--- config.mk ---
export PLATFORM = sky130hd
export DESIGN_NAME = aavr_sincos
export DESIGN_NICKNAME = d
export VERILOG_FILES = /design/src/aavr_pkg.sv /design/src/aavr_sincos.sv
export SDC_FILE = /design/constraint.sdc
export NUM_CORES = 2
export LEC_CHECK = 0
export BUFFER_PORTS_ARGS = -buffer_cell sky130_fd_sc_hd__buf_2
export CELL_PAD_IN_SITES_DETAIL_PLACEMENT = 1
export CELL_PAD_IN_SITES_GLOBAL_PLACEMENT = 2
export CORE_ASPECT_RATIO = 1.25
export CORE_UTILIZATION = 35
export DETAILED_ROUTE_END_ITERATION = 10
export PLACE_DENSITY = 0.64
export REMOVE_ABC_BUFFERS = 1
export SYNTH_ARGS = -nofsm -noshare
export SYNTH_HDL_FRONTEND = slang
export SYNTH_SLANG_ARGS = --single-unit
export TNS_END_PERCENT = 30
--- constraint.sdc ---
create_clock -name clk -period 13.2 [get_ports clk]
set_input_delay 0.66 -clock clk [delete_from_list [all_inputs] [get_ports clk]]
set_output_delay 0.66 -clock clk [all_outputs]
set_load 0.05 [all_outputs]
--- src/aavr_pkg.sv ---
// aavr_pkg: shared constants, types and cordic tables for the axis-angle rotation block
// no dependencies
`timescale 1ns / 1ps
package aavr_pkg;

  localparam int VecWidthDefault   = 24;
  localparam int AngleWidthDefault = 16;
  localparam int AxisWidth         = 16;
  localparam int CordicSteps       = 16;
  localparam int CordicW           = 34;  // x, y, z of the cordic in two's complement
  localparam int CosW              = 16;  // q1.14 clamped values fit in 16 bits
  localparam int EntryW            = 29;  // rounded matrix entries, units of 2^-24

  localparam logic signed [CordicW-1:0] CordicX0 = 34'sd652032874;

  function automatic logic signed [CordicW-1:0] atan_val(input logic [3:0] idx);
    logic signed [CordicW-1:0] r;
    begin
      case (idx)
        4'd0:  r = 34'sd536870912;
        4'd1:  r = 34'sd316933406;
        4'd2:  r = 34'sd167458907;
        4'd3:  r = 34'sd85004756;
        4'd4:  r = 34'sd42667331;
        4'd5:  r = 34'sd21354465;
        4'd6:  r = 34'sd10679838;
        4'd7:  r = 34'sd5340245;
        4'd8:  r = 34'sd2670163;
        4'd9:  r = 34'sd1335087;
        4'd10: r = 34'sd667544;
        4'd11: r = 34'sd333772;
        4'd12: r = 34'sd166886;
        4'd13: r = 34'sd83443;
        4'd14: r = 34'sd41722;
        4'd15: r = 34'sd20861;
        default: r = '0;
      endcase
      return r;
    end
  endfunction

  typedef struct packed {
    logic signed [CordicW-1:0] x;
    logic signed [CordicW-1:0] y;
    logic signed [CordicW-1:0] z;
    logic                      neg;
  } cordic_t;

endpackage

--- src/aavr_sincos.sv ---
// aavr_sincos: pipelined 16-step rotation cordic, one step per stage, plus rounding stage
// depends on aavr_pkg; carries a side payload of width SIDE_W alongside each item
`timescale 1ns / 1ps
module aavr_sincos import aavr_pkg::*; #(
  parameter int ANGLE_WIDTH = AngleWidthDefault,
  parameter int SIDE_W      = 8
) (
  input  logic                          clk,
  input  logic                          rst,
  input  logic                          en,
  input  logic                          in_valid,
  input  logic signed [ANGLE_WIDTH-1:0] angle,
  input  logic [SIDE_W-1:0]             side_in,
  output logic                          out_valid,
  output logic signed [CosW-1:0]        cos_q,
  output logic signed [CosW-1:0]        sin_q,
  output logic [SIDE_W-1:0]             side_out
);

  localparam int NStage = CordicSteps + 1;

  cordic_t            st    [NStage];
  logic [SIDE_W-1:0]  sd    [NStage];
  logic [NStage-1:0]  vld;
  cordic_t            init_c;
  logic [31:0]        a32;
  logic signed [CordicW-1:0] z0;

  always_comb begin
    a32 = {angle, {(32-ANGLE_WIDTH){1'b0}}};
    z0  = CordicW'(signed'(a32));
    init_c.x   = CordicX0;
    init_c.y   = '0;
    init_c.neg = 1'b0;
    init_c.z   = z0;
    if (z0 > 34'sd1073741824) begin
      init_c.z   = z0 - 34'sd2147483648;
      init_c.neg = 1'b1;
    end else if (z0 < -34'sd1073741824) begin
      init_c.z   = z0 + 34'sd2147483648;
      init_c.neg = 1'b1;
    end
  end

  always_ff @(posedge clk) begin
    if (rst) begin
      vld <= '0;
    end else if (en) begin
      vld <= {vld[NStage-2:0], in_valid};
    end
  end

  always_ff @(posedge clk) begin
    if (en) begin
      st[0] <= init_c;
      sd[0] <= side_in;
    end
  end

  for (genvar i = 0; i < CordicSteps; i++) begin : g_step
    cordic_t nxt;
    always_comb begin
      nxt = st[i];
      if (st[i].z >= 0) begin
        nxt.x = st[i].x - (st[i].y >>> i);
        nxt.y = st[i].y + (st[i].x >>> i);
        nxt.z = st[i].z - atan_val(4'(i));
      end else begin
        nxt.x = st[i].x + (st[i].y >>> i);
        nxt.y = st[i].y - (st[i].x >>> i);
        nxt.z = st[i].z + atan_val(4'(i));
      end
    end
    always_ff @(posedge clk) begin
      if (en) begin
        st[i+1] <= nxt;
        sd[i+1] <= sd[i];
      end
    end
  end

  // round to q1.14 and clamp
  function automatic logic signed [CosW-1:0] rnd(input logic signed [CordicW-1:0] v,
                                                 input logic neg);
    logic signed [CordicW-1:0] t;
    logic signed [CosW-1:0]    c;
    begin
      t = (v + 34'sd32768) >>> 16;
      if (t > 34'sd16384) c = 16'sd16384;
      else if (t < -34'sd16384) c = -16'sd16384;
      else c = CosW'(t);
      return neg ? -c : c;
    end
  endfunction

  always_ff @(posedge clk) begin
    if (rst) begin
      out_valid <= 1'b0;
    end else if (en) begin
      out_valid <= vld[NStage-1];
    end
  end

  always_ff @(posedge clk) begin
    if (en) begin
      cos_q    <= rnd(st[NStage-1].x, st[NStage-1].neg);
      sin_q    <= rnd(st[NStage-1].y, st[NStage-1].neg);
      side_out <= sd[NStage-1];
    end
  end

endmodule

==> After elaboration in Yosys (flattened, before gate mapping) <==
Memories as Yosys holds them, arrays and structs flattened. A register that Yosys moved wholly into a read port is not among the register bits.
Cells that the tools add are included.
{ "word_totals": {"register_bits": 50, "latchBits": 0, "mem_bits_rw": 1887, "romBits": 0, "input_bits": 28, "out_inout_bits": 41, "wordCells": 157, "memories": 2} }
{ "mem_list": {"columns": ["name", "words", "width", "read_ports", "rd_ports_with_merged_regs", "wr", "line_no", "source"], "rows": [
  ["st", 17, 103, 17, 0, 17, "aavr_sincos.sv:22", "cordic_t st [NStage];"],
  ["sd", 17, 8, 17, 1, 17, "aavr_sincos.sv:23", "logic [SIDE_W-1:0] sd [NStage];"]
]} }
{ "op_classes": {"addsub": 101, "multipliers": 0, "n_div": 0, "magnitude_cmp": 22, "n_eq_ne": 0, "n_shift": 0, "muxes": 28, "bitwise": 0, "reduce_logical": 0} }
{ "op_table": {"columns": ["op", "n"], "rows": [
  ["2-to-1 mux 102 bit", 16],
  [">= comparator 34 x 1 -> 1 bit, second input constant", 16],
  ["2-to-1 mux 16 bit", 8],
  ["adder 34 x 17 -> 34 bit, second input constant", 3],
  ["2-to-1 mux 35 bit", 2],
  ["adder 34 x 19 -> 34 bit", 2],
  ["adder 34 x 20 -> 34 bit", 2],
  ["adder 34 x 21 -> 34 bit", 2],
  ["adder 34 x 22 -> 34 bit", 2],
  ["adder 34 x 23 -> 34 bit", 2],
  ["adder 34 x 24 -> 34 bit", 2],
  ["adder 34 x 25 -> 34 bit", 2],
  ["adder 34 x 26 -> 34 bit", 2],
  ["adder 34 x 27 -> 34 bit", 2],
  ["adder 34 x 28 -> 34 bit", 2],
  ["adder 34 x 29 -> 34 bit", 2],
  ["adder 34 x 30 -> 34 bit", 2],
  ["adder 34 x 31 -> 34 bit", 2],
  ["adder 34 x 32 -> 34 bit", 2],
  ["adder 34 x 33 -> 34 bit", 2],
  ["subtractor 34 x 19 -> 34 bit", 2],
  ["subtractor 34 x 20 -> 34 bit", 2],
  ["subtractor 34 x 21 -> 34 bit", 2],
  ["subtractor 34 x 22 -> 34 bit", 2],
  ["other kinds (52)", 68]
]} }

==> Longest topological paths before layout <==
An unclocked memory read counts as a cell.
{ "logic_depth": {"word_depth": 8, "mapped_depth": 24, "mapped_depth_nobuf": 22} }

==> Worst setup path after synthesis <==
Ideal clock, no wire load.
{ "synth_path": {"path_type": "reg2reg", "startpoint": "memory st[0][906] (netlist name)", "endpoint": "memory st[0][994] (netlist name) (data pin)", "setup_ns": 0.258, "arrival_time_ns": 5.051, "required_ns": 12.942, "setup_slack_ns": 7.891, "stages_incl_launch_ff": 21, "n_path_buf": 0, "period_less_slack_ns": 5.309, "cell_sequence": "edfxtp_1 or4_1 or3_1 or2_2 or4b_1 or3_1 or2_2 o21ai_0 xnor2_1 ha_1 a21oi_1 o211ai_1 a31o_2 a21o_1 a21o_1 a21o_1 a41oi_1 a21oi_1 o21a_1 nor2_1 xnor2_1"} }
{ "synth_rtl": {"columns": ["item", "line_no"], "rows": [
  ["start, declared", "aavr_sincos.sv:22"]
]} }

==> flow_summary.ini <==
[run]
maxCapViolations = 0

[detailed_routing]
ant_nets = 0
via_per_inst = 5.435
drt_pass1_iterations = 5
drc = 0
wl_per_cell_um = 21.59
drt-total-wl_um = 382700
route.vias.total = 96340
drtIter0Drc = 3729

[floorplanning]
die-width_um = 539.1
coreArea_mm2 = 0.3589
start_util = 0.3517
placementRows = 246
ios = 69
die_area_mm2 = 0.3631
die_h_um = 673.4

[finish]
finalCoreUtilization = 0.3876
stdcell_area_mm2 = 0.1391
syn_to_final_growth_pct = 10.20
nets = 14300
n_fill_cell = 40080
drive_above_1_share = 0.04428

[global_routing]
grt_first_pass_wirelength_um = 597000
grt_pass1_vias = 103200
grt_max_degree = 180
grt.overflow.total = 0
track_usage = 0.2067
grt_antenna_before_repair = 8

[timing]
hold_slack_ns = 0.1262
period_share = 0.5001
fin_skew_ns = 0.07226
hold_violations = 0
rsz0062_at_grt = no
setup_tns_ns = 0
fmax_mhz = 151.5
setup_viol = 0
finalMaxSlewViolations = 0
maxSlewHeadroom = 0.07224
period_minus_slack_ns = 6.602
tightestPinTransition_ns = 1.382

[logic_synthesis]
synth_area_mm2 = 0.1262
yosysWarnings = 0
yosys-top-cells-area = edfxtp_1 (38%), ha_1 (14%), xnor2_1 (8.2%), xor2_1 (4.5%), a21oi_1 (4.3%)
synth_ff_type = edfxtp_1
synthCells = 12680
synth-edff-count = 1609
synth_top_area_frac = 0.3828
ys_seq_area_frac = 0.3856
avgSynthCellArea_um2 = 9.958
yosys.area.top_type = edfxtp_1
synthArstFlopShare = 0
synth_cell_types = 90
ys_ff_latch = 1627

[worst_setup_path]
worstSetupEndpoint = st[0][686]
r2r_slack_ns = 6.60
crit_buf_inv = 4
critPathMaxStageDelay_ns = 0.80
crit_required_ns = 13.83
worstPathArrival_ns = 7.24
cp-start-kind = flip-flop
cp-end-kind = flip-flop
cp_slowest_cell = clkinv_1
worstReg2RegStart = st[0][549]
cp_top_family = compound AO/OA/AOI/OAI gates
startpoint = st[0][549]
r2r-end = st[0][686]
reg2reg_depth = 21
path_depth = 21
critical_path.max_fanout = 58
crit_type = flip-flop to flip-flop
path_cells = inv_1 -> ha_1 -> nor4b_1 -> nand4_1 -> nor2_1 -> nor2_4 -> buf_4 -> clkinv_1 -> buf_4 -> nor2_1 -> xor2_1 -> ha_1 -> a21o_1 -> a221oi_1 -> a21oi_1 -> a22oi_1 -> o21ai_0 -> or4_1 -> a31o_2 -> a21oi_1 -> xnor2_1

[clock_tree]
cts.path.max_buffers = 4
htreeDepth = 4
insertion_delay_ns = 0.92
postCtsResizedCells = 0
cts_buffers = 196
post_cts_buffers = 0
cts_root_buf = clkbuf_16
cts_sinks = 1627
clk_pin_slew_ns = 0.06
cts_tree = built

[placement]
dp_hpwl_um = 309700
gp_routability_congestion = 0.8614
placed_cell_area_mm2 = 0.1324
io_buffers = 68

[status]
outcome = finished clean

[hold_path]
hold_class = input pin to flip-flop
==> flip-flops by register name, indices dropped and copies added, names as in the netlist <==
register   flops
cos_q         16
st          1433
side_out       8
out_valid      1
sin_q         16
sd           136
vld           17
==> cell usage after synthesis, types with 250 or more instances <==
| master | number |
|---|---|
| nand2b_1 | 250 |
| inv_1 | 467 |
| a21oi_1 | 1091 |
| o21ai_0 | 774 |
| nor2_1 | 924 |
| nor3_1 | 252 |
| a21o_1 | 559 |
| edfxtp_1 | 1609 |
| nand2_1 | 780 |
| xor2_1 | 643 |
| xnor2_1 | 1188 |
| ha_1 | 1384 |
==> worst min path at each step <==
| stage | from | slack (ns) | cells after the start | endpoint |
|---|---|---|---|---|
| after floorplan | sd[9][0] | 0.40 | 0 | sd[10][0] |
| after detailed placement | sd[10][2] | 0.41 | 0 | sd[11][2] |
| final | angle[15] | 0.13 | 3 | st[0][34] |
| after global routing | angle[15] | 0.07 | 2 | st[0][0] |
| after global placement | sd[11][1] | 0.40 | 0 | sd[12][1] |
| after CTS | angle[15] | 0.01 | 3 | st[0][34] |
==> metrics by stage <==
step | setup WS (ns) | std cells
after detailed placement | 6.523 | 17340
after global placement | 6.572 | 17340
after floorplan | 6.240 | 12500
final | 6.598 | 17730
after global routing | 6.020 | 17730
after CTS | 6.432 | 17720
==> worst register-to-register path, cell delays in order, from the launching register on <==
cell and delay, ns:
edfxtp_1 0.36, inv_1 0.10, ha_1 0.20, nor4b_1 0.15, nand4_1 0.10, nor2_1 0.08, nor2_4 0.08, buf_4 0.52
clkinv_1 0.88, buf_4 0.51, nor2_1 0.17, xor2_1 0.17, ha_1 0.31, a21o_1 0.25, a221oi_1 0.38, a21oi_1 0.25
a22oi_1 0.43, o21ai_0 0.27, or4_1 0.58, a31o_2 0.26, a21oi_1 0.19, xnor2_1 0.10
==> per-layer routing <==
layer / wire [µm] / global-route usage / up-vias
met2: 212400 / 0.4198 / 838
li1: - / - / 47660
met5: 0 / 0 / -
met3: 7079 / 0.01773 / 537
met1: 149400 / 0.2178 / 47310
met4: 13890 / 0.07178 / 0
==> layout make-up <==
type,count,area (µm²),area share
multi-input combinational,10400,75150,0.5403
sequential,1627,48680,0.3499
tap,4712,5896,0.04239
clock buffer,225,5077,0.03650
inverter,475,1783,0.01282
clock inverter,130,1364,0.009805
timing repair buffer,154,1136,0.008168
antenna,6,15.01,0.0001079
==> cells in the final DEF, fill, tap and decap left out, types with 63 or more instances in the layout <==
master,netlist,layout
edfxtp_1,1609,1609
ha_1,1384,1384
xnor2_1,1188,1188
a21oi_1,1091,1091
nor2_1,924,918
nand2_1,780,780
o21ai_0,774,774
xor2_1,643,643
a21o_1,559,559
inv_1,467,464
nor3_1,252,251
nand2b_1,250,250
o21a_1,234,234
nand3_1,216,216
clkbuf_16,0,199
o31ai_1,198,198
nor2b_1,150,150
o21bai_1,143,143
or3_1,132,132
nor4_1,115,115
and3_1,101,101
a211oi_1,100,99
o41ai_1,96,96
a31oi_1,93,93
nand4_1,87,87
or4_1,84,84
buf_2,2,67
and2_1,66,66
or2_2,63,63
==> logic make-up (layout without fill, tap and decap cells) <==
logic type	Yosys count	in the layout	share of synthesized area
XOR/XNOR	1832	1832	0.1272
other	0	6	0
buffers and inverters	653	984	0.01944
flip-flops	1627	1627	0.3856
AND/OR/NAND/NOR	3326	3326	0.1293
multiplexers	68	68	0.005502
adder cells (fa/ha/maj)	1423	1423	0.1434
AO/OA/AOI/OAI	3747	3747	0.1896
==> repair_timing <==
item                                    4_1_cts  5_1_grt
endpoints found under the hold margin        24        0
hold buffers                                 24        0
endpoints found under the setup margin        0        0
Power is left out: the tool's default activity adds up to more than one toggle a clock period on the data nets, which glitch-free logic cannot reach.
